--- config.mk ---
export PLATFORM = sky130hd
export DESIGN_NAME = fcfs_schedule_timeline
export DESIGN_NICKNAME = d
export VERILOG_FILES = /design/src/hdl/fcfs_pkg.sv /design/src/hdl/fcfs_ctrl.sv /design/src/hdl/fcfs_dp.sv /design/src/hdl/fcfs_schedule_timeline.sv
export SDC_FILE = /design/constraint.sdc
export NUM_CORES = 1
export LEC_CHECK = 0
export BUFFER_PORTS_ARGS = -buffer_cell sky130_fd_sc_hd__buf_4
export CAP_MARGIN = 10
export CORE_UTILIZATION = 38
export DETAILED_ROUTE_END_ITERATION = 10
export GPL_TIMING_DRIVEN = 0
export PLACE_DENSITY_LB_ADDON = 0.25
export SLEW_MARGIN = 20
export SYNTH_ARGS = -nofsm -noshare
export SYNTH_HDL_FRONTEND = slang
export SYNTH_SLANG_ARGS = --single-unit
--- constraint.sdc ---
create_clock -name clk_i -period 5.95 [get_ports clk_i]
set_input_delay 0.2975 -clock clk_i [delete_from_list [all_inputs] [get_ports clk_i]]
set_output_delay 0.2975 -clock clk_i [all_outputs]
set_load 0.03 [all_outputs]
--- src/hdl/fcfs_pkg.sv ---
`timescale 1ns / 1ps

package fcfs_pkg;

  // Job store depth and derived widths
  localparam int MaxProcs = 8;
  localparam int IdxW     = (MaxProcs > 1) ? $clog2(MaxProcs) : 1;
  localparam int CntW     = $clog2(MaxProcs + 1);

  // Field widths
  localparam int IdW   = 3;
  localparam int ArrW  = 16;
  localparam int BurW  = 16;
  localparam int TimeW = 20;
  localparam int SumW  = 23;

  // Segment kind codes
  localparam logic SegJob  = 1'b0;
  localparam logic SegIdle = 1'b1;

  typedef struct packed {
    logic [IdW-1:0]  job_id;
    logic [ArrW-1:0] arrival_time;
    logic [BurW-1:0] burst_time;
    logic            last_job;
  } in_item_t;

  typedef struct packed {
    logic             segment_kind;
    logic [IdW-1:0]   seg_job_id;
    logic [TimeW-1:0] seg_start;
    logic [TimeW-1:0] seg_end;
    logic [TimeW-1:0] turnaround;
    logic [TimeW-1:0] waiting;
    logic [SumW-1:0]  sum_turnaround;
    logic [SumW-1:0]  sum_waiting;
    logic             last_segment;
  } out_item_t;

  // Controller to datapath
  typedef struct packed {
    logic load;   // store the input job
    logic start;  // set closed, clear schedule state
    logic step;   // examine one store entry
    logic emit;   // produce one segment into the output register
  } cmd_t;

  // Datapath to controller
  typedef struct packed {
    logic in_last;    // input item closes the set
    logic scan_end;   // entry under examination is the last stored one
    logic seg_job;    // chosen job has arrived, next segment is a job
    logic last_pick;  // chosen job is the final one of the set
    logic out_free;   // output register can take a segment
  } status_t;

endpackage

--- src/hdl/fcfs_ctrl.sv ---
`timescale 1ns / 1ps

module fcfs_ctrl (
  input  logic             clk_i,
  input  logic             rst_ni,
  input  logic             in_valid_i,
  output logic             in_stall_o,
  input  fcfs_pkg::status_t status_i,
  output fcfs_pkg::cmd_t    cmd_o
);

  typedef enum logic [2:0] {
    StLoad = 3'b001,
    StScan = 3'b010,
    StEmit = 3'b100
  } state_e;

  state_e state_q, state_d;

  // Next state and commands
  always_comb begin
    state_d    = state_q;
    cmd_o      = '0;
    in_stall_o = 1'b1;
    unique case (state_q)
      StLoad: begin
        in_stall_o = 1'b0;
        if (in_valid_i) begin
          cmd_o.load = 1'b1;
          if (status_i.in_last) begin
            cmd_o.start = 1'b1;
            state_d     = StScan;
          end
        end
      end
      StScan: begin
        cmd_o.step = 1'b1;
        if (status_i.scan_end) begin
          state_d = StEmit;
        end
      end
      StEmit: begin
        if (status_i.out_free) begin
          cmd_o.emit = 1'b1;
          // an idle gap keeps the same job chosen
          if (status_i.seg_job) begin
            state_d = status_i.last_pick ? StLoad : StScan;
          end
        end
      end
      default: begin
        state_d = StLoad;
      end
    endcase
  end

  always_ff @(posedge clk_i or negedge rst_ni) begin
    if (!rst_ni) begin
      state_q <= StLoad;
    end else begin
      state_q <= state_d;
    end
  end

endmodule

--- src/hdl/fcfs_dp.sv ---
`timescale 1ns / 1ps

module fcfs_dp (
  input  logic                clk_i,
  input  logic                rst_ni,
  input  fcfs_pkg::in_item_t  in_item_i,
  input  fcfs_pkg::cmd_t      cmd_i,
  output fcfs_pkg::status_t   status_o,
  output logic                out_valid_o,
  input  logic                out_stall_i,
  output fcfs_pkg::out_item_t out_item_o
);

  localparam int IdxW  = fcfs_pkg::IdxW;
  localparam int CntW  = fcfs_pkg::CntW;
  localparam int TimeW = fcfs_pkg::TimeW;
  localparam int SumW  = fcfs_pkg::SumW;

  // Job stores
  logic [fcfs_pkg::ArrW-1:0] arr_mem [fcfs_pkg::MaxProcs];
  logic [fcfs_pkg::BurW-1:0] bur_mem [fcfs_pkg::MaxProcs];
  logic [fcfs_pkg::IdW-1:0]  id_mem  [fcfs_pkg::MaxProcs];

  // Schedule state
  logic [CntW-1:0]                count_q, picked_q;
  logic [IdxW-1:0]                idx_q;
  logic [fcfs_pkg::MaxProcs-1:0]  done_q;
  logic                           have_q;
  logic [IdxW-1:0]                best_idx_q;
  logic [fcfs_pkg::ArrW-1:0]      best_arr_q;
  logic [fcfs_pkg::BurW-1:0]      best_bur_q;
  logic [fcfs_pkg::IdW-1:0]       best_id_q;
  logic [TimeW-1:0]               clock_q;
  logic [SumW-1:0]                tat_sum_q, wt_sum_q;

  // Registered store read; rd_idx_q holds the idx_q of the entry read
  logic                           rd_vld_q;
  logic [IdxW-1:0]                rd_idx_q;
  logic [fcfs_pkg::ArrW-1:0]      rd_arr_q;
  logic [fcfs_pkg::BurW-1:0]      rd_bur_q;
  logic [fcfs_pkg::IdW-1:0]       rd_id_q;

  logic                 out_valid_q;
  fcfs_pkg::out_item_t  out_q;

  logic                 room;
  logic                 cand;
  logic [TimeW-1:0]     at_w, seg_end, tat, wt;
  logic [SumW-1:0]      tat_sum_n, wt_sum_n;

  assign room = count_q < CntW'(fcfs_pkg::MaxProcs);

  // Entry under examination beats the best so far (strict: load order wins ties)
  assign cand = rd_vld_q && !done_q[rd_idx_q] && (!have_q || (rd_arr_q < best_arr_q));

  // Segment arithmetic for the chosen job
  assign at_w      = TimeW'(best_arr_q);
  assign seg_end   = clock_q + TimeW'(best_bur_q);
  assign tat       = seg_end - at_w;
  assign wt        = clock_q - at_w;
  assign tat_sum_n = tat_sum_q + SumW'(tat);
  assign wt_sum_n  = wt_sum_q + SumW'(wt);

  // Status
  assign status_o.in_last   = in_item_i.last_job;
  assign status_o.scan_end  = rd_vld_q && (CntW'(rd_idx_q) == (count_q - CntW'(1)));
  assign status_o.seg_job   = clock_q >= at_w;
  assign status_o.last_pick = CntW'(picked_q + CntW'(1)) == count_q;
  assign status_o.out_free  = !out_valid_q || !out_stall_i;

  // Store writes
  always_ff @(posedge clk_i) begin
    if (cmd_i.load && room) begin
      arr_mem[count_q[IdxW-1:0]] <= in_item_i.arrival_time;
      bur_mem[count_q[IdxW-1:0]] <= in_item_i.burst_time;
      id_mem[count_q[IdxW-1:0]]  <= in_item_i.job_id;
    end
  end

  // Store read for the scan
  always_ff @(posedge clk_i) begin
    if (cmd_i.step) begin
      rd_arr_q <= arr_mem[idx_q];
      rd_bur_q <= bur_mem[idx_q];
      rd_id_q  <= id_mem[idx_q];
    end
  end

  // Best candidate payload
  always_ff @(posedge clk_i) begin
    if (cmd_i.step && cand) begin
      best_idx_q <= rd_idx_q;
      best_arr_q <= rd_arr_q;
      best_bur_q <= rd_bur_q;
      best_id_q  <= rd_id_q;
    end
  end

  // Control state of the scan and timeline
  always_ff @(posedge clk_i or negedge rst_ni) begin
    if (!rst_ni) begin
      count_q   <= '0;
      picked_q  <= '0;
      idx_q     <= '0;
      done_q    <= '0;
      have_q    <= 1'b0;
      clock_q   <= '0;
      tat_sum_q <= '0;
      wt_sum_q  <= '0;
      rd_vld_q  <= 1'b0;
      rd_idx_q  <= '0;
    end else begin
      if (cmd_i.load && room) begin
        count_q <= count_q + CntW'(1);
      end
      if (cmd_i.start) begin
        picked_q  <= '0;
        idx_q     <= '0;
        done_q    <= '0;
        have_q    <= 1'b0;
        clock_q   <= '0;
        tat_sum_q <= '0;
        wt_sum_q  <= '0;
        rd_vld_q  <= 1'b0;
      end
      if (cmd_i.step) begin
        idx_q    <= idx_q + IdxW'(1);
        rd_idx_q <= idx_q;
        rd_vld_q <= 1'b1;
        if (cand) begin
          have_q <= 1'b1;
        end
      end
      if (cmd_i.emit) begin
        if (status_o.seg_job) begin
          done_q[best_idx_q] <= 1'b1;
          picked_q           <= picked_q + CntW'(1);
          idx_q              <= '0;
          have_q             <= 1'b0;
          rd_vld_q           <= 1'b0;
          if (status_o.last_pick) begin
            count_q   <= '0;
            clock_q   <= '0;
            tat_sum_q <= '0;
            wt_sum_q  <= '0;
          end else begin
            clock_q   <= seg_end;
            tat_sum_q <= tat_sum_n;
            wt_sum_q  <= wt_sum_n;
          end
        end else begin
          clock_q <= at_w;
        end
      end
    end
  end

  // Output register valid
  always_ff @(posedge clk_i or negedge rst_ni) begin
    if (!rst_ni) begin
      out_valid_q <= 1'b0;
    end else if (cmd_i.emit) begin
      out_valid_q <= 1'b1;
    end else if (!out_stall_i) begin
      out_valid_q <= 1'b0;
    end
  end

  // Output register payload
  always_ff @(posedge clk_i) begin
    if (cmd_i.emit) begin
      if (status_o.seg_job) begin
        out_q.segment_kind   <= fcfs_pkg::SegJob;
        out_q.seg_job_id     <= best_id_q;
        out_q.seg_start      <= clock_q;
        out_q.seg_end        <= seg_end;
        out_q.turnaround     <= tat;
        out_q.waiting        <= wt;
        out_q.sum_turnaround <= status_o.last_pick ? tat_sum_n : '0;
        out_q.sum_waiting    <= status_o.last_pick ? wt_sum_n : '0;
        out_q.last_segment   <= status_o.last_pick;
      end else begin
        out_q.segment_kind   <= fcfs_pkg::SegIdle;
        out_q.seg_job_id     <= '0;
        out_q.seg_start      <= clock_q;
        out_q.seg_end        <= at_w;
        out_q.turnaround     <= '0;
        out_q.waiting        <= '0;
        out_q.sum_turnaround <= '0;
        out_q.sum_waiting    <= '0;
        out_q.last_segment   <= 1'b0;
      end
    end
  end

  assign out_valid_o = out_valid_q;
  assign out_item_o  = out_q;

endmodule

--- src/hdl/fcfs_schedule_timeline.sv ---
`timescale 1ns / 1ps
// Channel  Direction  Payload               Handshake
// in       input      fcfs_pkg::in_item_t   in_valid_i / in_stall_o
// out      output     fcfs_pkg::out_item_t  out_valid_o / out_stall_i
//
// Loading takes one job per cycle while the input is not stalled. After the
// job marked last, each job is chosen by a scan over the job store (its
// read is registered) and then emitted as a segment, with an idle segment
// first where the clock has not yet reached its arrival.
// Reset clears control state only; job stores hold no value until loaded.
// out_stall_i holds the result register and pauses the schedule; the input
// is stalled from the last job until the final segment is registered.

module fcfs_schedule_timeline (
  input  logic                clk_i,
  input  logic                rst_ni,
  input  logic                in_valid_i,
  output logic                in_stall_o,
  input  fcfs_pkg::in_item_t  in_item_i,
  output logic                out_valid_o,
  input  logic                out_stall_i,
  output fcfs_pkg::out_item_t out_item_o
);

  fcfs_pkg::cmd_t    cmd;
  fcfs_pkg::status_t status;

  fcfs_ctrl u_ctrl (
    .clk_i      (clk_i),
    .rst_ni     (rst_ni),
    .in_valid_i (in_valid_i),
    .in_stall_o (in_stall_o),
    .status_i   (status),
    .cmd_o      (cmd)
  );

  fcfs_dp u_dp (
    .clk_i       (clk_i),
    .rst_ni      (rst_ni),
    .in_item_i   (in_item_i),
    .cmd_i       (cmd),
    .status_o    (status),
    .out_valid_o (out_valid_o),
    .out_stall_i (out_stall_i),
    .out_item_o  (out_item_o)
  );

  // The schedule always closes on a job segment
  a_last_is_job: assert property (@(posedge clk_i) disable iff (!rst_ni)
    out_valid_o && out_item_o.last_segment |->
      out_item_o.segment_kind == fcfs_pkg::SegJob)
    else $error("last segment is not a job segment");

  // Totals appear only on the final segment
  a_sums_on_last: assert property (@(posedge clk_i) disable iff (!rst_ni)
    out_valid_o && !out_item_o.last_segment |->
      out_item_o.sum_turnaround == '0 && out_item_o.sum_waiting == '0)
    else $error("totals on a non-final segment");

  // An idle gap always moves time forward
  a_idle_forward: assert property (@(posedge clk_i) disable iff (!rst_ni)
    out_valid_o && out_item_o.segment_kind == fcfs_pkg::SegIdle |->
      out_item_o.seg_start < out_item_o.seg_end)
    else $error("idle segment does not advance time");

  // Input is taken only when no segment is being produced
  a_no_load_on_emit: assert property (@(posedge clk_i) disable iff (!rst_ni)
    cmd.emit |-> in_stall_o)
    else $error("input accepted while emitting");

endmodule

# Word-level counts from Yosys, hierarchy flattened
# Memories as Yosys holds them, arrays and structs flattened. A register that Yosys moved wholly into a read port is not among the register bits.
# Cells that the tools add are included.
# word_totals
reg_bits	263
ram_bits	280
input_bits	40
output_inout_bits	133
wordCells	131
memories	3
# memory_table
memory	depth	word_bits	rd	rd_ports_with_merged_regs	wr	line	rtl
u_dp.arr_mem	8	16	1	1	1	fcfs_dp.sv:20	logic [fcfs_pkg::ArrW-1:0] arr_mem [fcfs_pkg::MaxProcs];
u_dp.bur_mem	8	16	1	1	1	fcfs_dp.sv:21	logic [fcfs_pkg::BurW-1:0] bur_mem [fcfs_pkg::MaxProcs];
u_dp.id_mem	8	3	1	1	1	fcfs_dp.sv:22	logic [fcfs_pkg::IdW-1:0] id_mem [fcfs_pkg::MaxProcs];
# op_classes
addsub	9
magnitude_cmp	6
n_eq_ne	11
mux	60
bitwise_logic	1
reduce_logical	15
# ops
op	count
two-way mux 23 bit	10
two-way mux 131 bit	1
two-way mux 20 bit	4
adder 23 x 20 -> 23 bit	2
subtractor 20 x 16 -> 20 bit	2
two-way mux 4 bit	7
two-way mux 3 bit	9
two-way mux 8 bit	3
adder 20 x 16 -> 20 bit	1
greater-or-equal comparator 20 x 16 -> 1 bit	1
two-way mux 1 bit	20
< comparator 16 bit	1
inequality test 2 bit, second input constant	5
case mux 3 bit (3 select lines)	1
adder 4 x 1 -> 4 bit, second input constant	2
< comparator 3 x 4 -> 1 bit, second input constant	2
OR 8 bit	1
logical AND 1 bit	6
two-way mux 2 bit	3
AND reduction 5 bit	1
== test 3 x 4 -> 1 bit	1
== test 4 bit	1
zero test 1 bit	4
< comparator 4 bit, second input constant	1
12 further kinds	13

# Logic depth before layout (Yosys ltp)
# depth
depth_word	9
mapped_depth	23
depth_no_buf	23

# Modules after synthesis
# Synthesis repeated with hierarchy kept, for this count alone.
# unflattened
hier_cells	1782
hier_area_um2	26265.2
# modules_own_cells
module	instances	cells_each	area_per_inst_um2	seq_area_each_um2
fcfs_dp	1	1761	26038.7	16811.1
fcfs_ctrl	1	21	226.5	76.3

# Worst setup path after synthesis
# OpenSTA, ideal clock, no wires.
# synth_path
kind	register to register
start	register u_ctrl.state_q[1]
end	register u_dp.clock_q[13]
setup_ns	0.083
t_arrival_ns	5.213
required_time_ns	5.867
path_slack_ns	0.654
path_stages_with_launch	8
path_buffers	1
synth_period_minus_slack_ns	5.296
path_cell_list	dfrtp_1 nand2b_1 nor2_1 nand2_1 clkinv_1 clkbuf_1 a32oi_1 nand2_1
# synth_rtl
item	line	rtl
start, declared	fcfs_ctrl.sv:18	state_e state_q, state_d;
start signal, assigned	fcfs_ctrl.sv:59	state_q <= StLoad;
start signal, assigned	fcfs_ctrl.sv:61	state_q <= state_d;
end signal, assigned	fcfs_dp.sv:147	clock_q <= seg_end;
end signal, assigned	fcfs_dp.sv:152	clock_q <= at_w;
end, declared	fcfs_dp.sv:33	logic [TimeW-1:0] clock_q;

# Worst setup path after layout
# layout_path
start	register u_dp.clock_q[0]
end	register u_dp.out_q (netlist bit u_dp.out_item_o[46]) (data pin)
# layout_via
elab_chain_len	3
word_cells_on_any_way	5
classes_between	add/sub: 3; order compare: 1; reduce/logical: 1
# layout_rtl
item	line	rtl
adder 20 x 16 -> 20 bit	fcfs_dp.sv:58	assign seg_end = clock_q + TimeW'(best_bur_q);
subtractor 20 x 16 -> 20 bit	fcfs_dp.sv:59	assign tat = seg_end - at_w;
named net u_dp.tat[15]	fcfs_dp.sv:48	logic [TimeW-1:0] at_w, seg_end, tat, wt;
adder 23 x 20 -> 23 bit	fcfs_dp.sv:61	assign tat_sum_n = tat_sum_q + SumW'(tat);
end, declared	fcfs_dp.sv:44	fcfs_pkg::out_item_t out_q;
# The timed path passes the listed nets, and every way through them passes these cells.
# A chain may end at the register's enable or synchronous reset.

==> run_results.csv <==
group,metric,value,unit
status,status,"completed",
yosys,syn_inst,1811,
yosys,yosys_warnings,0,
floorplanning,coreArea,68700,um2
place,placed_area,29500,um2
timing,setup_violations,0,
clock_network,cts_sinks,578,
place,port_buffers,172,
worst_setup_path,crit_type,"reg -> reg",
worst_setup_path,critPathBufInv,0,
worst_setup_path,required,6280,ps
drt,vias,16461,
yosys,netlist_area,26500,um2
yosys,yosysTopAreaCell,"edfxtp_1",
worst_setup_path,max_stage_delay,470,ps
hold_path,hp-class,"in -> reg",
drt,post_drt_wl_per_cell,21.7,um
drt,drt_wl_total,67.2,mm
worst_setup_path,worstSetupStartpointType,"flip-flop",
worst_setup_path,cp_max_fo,8,
yosys,syn_area_per_cell,14.6,um2
yosys,async_flop_share,0.163,
clock_network,path_clk_slew,60,ps
drt,drc,0,
layout,fillers,6039,
drt,dr.pass1.iters,5,
worst_setup_path,worstPathArrival,5990,ps
yosys,synth_cell_types,84,
timing,final.setup.tns,0,ps
floorplanning,ios,173,
layout,area_growth_syn_to_layout,21.7,%
yosys,synth_ff_type,"edfxtp_1",
worst_setup_path,cp_slowest_cell,"dfrtp_2",
timing,rsz0062_at_grt,"false",
global_routing,grt_remaining_overflow,0,
drt,drtAntennaViolNets,0,
yosys,synth_top_area_share,0.549,
layout,final_area,32200,um2
worst_setup_path,worst-path-stages,22,
power_and_ir_drop,peakVddDrop,0.000162,V
yosys,synth-seq-cells,578,
yosys,synth_nets,1965,
place,place.gp.congestion,0.894,
floorplanning,start_util,0.385,
layout,drive_gt1_frac,0.230,
global_routing,grt_pass1_wl,101,mm
power_and_ir_drop,power.density,303,nW/um2
clock_network,htree_num_levels,3,
timing,finalMaxSlewViolations,0,
yosys,ys_seq_area_frac,0.638,
floorplanning,die_y,266,um
timing,tightest_slew,1030,ps
power_and_ir_drop,power,0.00976,W
timing,clock-skew-final,19.8,ps
timing,post-route-period-util,0.952,
global_routing,grt_usage,0.191,
global_routing,grt_pass1_vias,16811,
timing,clock.fmax,0.177,GHz
worst_setup_path,worstSetupEndpointType,"flip-flop",
drt,drt_iter0_markers,1175,
global_routing,grt_max_degree,95,
floorplanning,die_width,266,um
layout,nets,2271,
timing,finalHoldViolations,0,
layout,post-route-util,0.469,
yosys,synth_edf_count,484,
run,drv_cap,0,
power_and_ir_drop,leakage,12.1,nW
hold_path,holdPathStages,3,
worst_setup_path,path_cells,"ha_2 > fa_1 > a211o_1 > a21o_1 > a21oi_2 > o21ai_0 > a21oi_1 > xnor2_2 > ha_1 > and3_1 > o211ai_1 > a211o_1 > a31o_2 > a21oi_2 > ha_1 > a21oi_1 > o21bai_1 > a21oi_2 > nor3b_4 > a211o_1 > a21o_1 > a21oi_1",
clock_network,clock_path_buffers,3,
worst_setup_path,crit_family,"compound AO/OA/AOI/OAI gates",
clock_network,cts_root_buf,"clkbuf_16",
global_routing,antenna_found_initial,2,
timing,slew_headroom,0.311,
clock_network,cts_buffers,66,
floorplanning,row_count,96,
place,place_hpwl,48.5,mm
drt,viasPerCell,5.31,
clock_network,clock_latency,610,ps
timing,post-route-min-period,5660,ps
clock_network,cts_tree,"built",
worst_setup_path,ff2ff_path_depth,22,
floorplanning,die-area,70700,um2
yosys,synthTopCellsByArea,"edfxtp_1 (55%), dfrtp_1 (8.8%), mux4_2 (6.1%), ha_1 (5.2%), mux2_2 (1.8%)",
[area by class of cell]
type	instances	area (um2)	area share
Inverter	76	287	0.00889
Clock inverter	37	443	0.0138
Tap cell	931	1160	0.0362
Timing Repair Buffer	240	2180	0.0678
Clock buffer	81	1760	0.0547
Antenna cell	1	2.50	0.0000777
Multi-Input combinational cell	1094	9200	0.286
Buffer	61	279	0.00866
Sequential cell	578	16900	0.524
[layout by cell type (no fill, tap or decap), types with 19 or more instances in the layout]
| master | Yosys | final |
|---|---|---|
| edfxtp_1 | 484 | 484 |
| buf_4 | 3 | 188 |
| ha_1 | 109 | 107 |
| nand2_1 | 96 | 95 |
| dfrtp_1 | 93 | 92 |
| nor2_1 | 88 | 81 |
| inv_1 | 73 | 73 |
| a21oi_1 | 79 | 72 |
| mux4_2 | 72 | 72 |
| o21ai_0 | 73 | 70 |
| and2_1 | 70 | 70 |
| clkbuf_16 | 0 | 68 |
| xnor2_1 | 53 | 49 |
| mux2_2 | 43 | 43 |
| clkbuf_1 | 33 | 42 |
| a21o_1 | 37 | 37 |
| dlygate4sd3_1 | 0 | 36 |
| xor2_1 | 31 | 30 |
| a22o_1 | 30 | 30 |
| nor3_1 | 27 | 25 |
| nand3_1 | 24 | 23 |
| nand2b_1 | 20 | 20 |
| o21a_1 | 19 | 19 |
[power breakdown]
part / leakage, nW / switching [W] / internal (W)
clock: 1.07 / 0.00169 / 0.00241
combinational: 5.35 / 0.000581 / 0.000488
sequential: 5.64 / 0.0000532 / 0.00455
[flip-flops by register name, indices dropped and copies added (netlist names), 4 cells and up]
register,flops
u_dp.out_item_o,131
u_dp.arr_mem,128
u_dp.bur_mem,128
u_dp.id_mem,24
u_dp.tat_sum_q,23
u_dp.wt_sum_q,23
u_dp.clock_q,20
u_dp.best_arr_q,16
u_dp.best_bur_q,16
u_dp.rd_arr_q,16
u_dp.rd_bur_q,16
u_dp.done_q,8
u_dp.count_q,4
u_dp.picked_q,4
[per-layer routing]
layer	up-vias	global-route usage	wire, um
li1	7597	-	-
met3	143	0.0321	3150
met4	2	0.0739	2370
met5	-	0	8
met2	479	0.324	33200
met1	8240	0.244	28400
[stage by stage]
step	instances	worst slack (ps)	hold slack (ps)
after floorplan	1811	654	1.91
after global placement	2914	-1430	408
after detailed placement	2940	-331	405
after CTS	3095	65.4	17.2
after global routing	3099	0.537	45.2
final	3099	288	36.4
[kinds of logic after synthesis]
kind of cell             synth area share
flip-flops                          0.638
AND/OR/NAND/NOR                    0.0751
AO/OA/AOI/OAI                      0.0990
buffers and inverters              0.0215
multiplexers                       0.0832
adder cells (fa/ha/maj)            0.0553
XOR/XNOR                           0.0278
[tightest hold or removal path: stages]
cell,delay [ps]
buf_4,80
nand2_1,110
o21ai_0,100
[synth_stat cells (20+ instances only)]
cell type and count:
a21o_1 37, a21oi_1 79, a22o_1 30, and2_1 70, clkbuf_1 33, dfrtp_1 93, edfxtp_1 484, ha_1 109
inv_1 73, mux2_2 43, mux4_2 72, nand2_1 96, nand2b_1 20, nand3_1 24, nor2_1 88, nor3_1 27
o21ai_0 73, xnor2_1 53, xor2_1 31
[worst paths after layout]
kind | from | to | slack [ps]
max | u_dp.clock_q[0] | u_dp.out_item_o[46] | 290
min | out_stall_i | u_dp.out_valid_o | 40
max reg2reg | u_dp.clock_q[0] | u_dp.out_item_o[46] | 290
min reg2reg | u_dp.rd_bur_q[0] | u_dp.best_bur_q[0] | 420
max in group asynchronous | rst_ni | u_dp.idx_q[0] | 4850
min in group asynchronous | rst_ni | u_dp.wt_sum_q[4] | 350
[timing repair]
action,CTS,global route
endpoints found under the setup margin,10,16
hold buffers,36,0
buffers inserted,2,4
gates resized for setup,8,22
pin swaps,2,5
endpoints found under the hold margin,373,0
No activity file was read; power rests on OpenSTA's default activity.
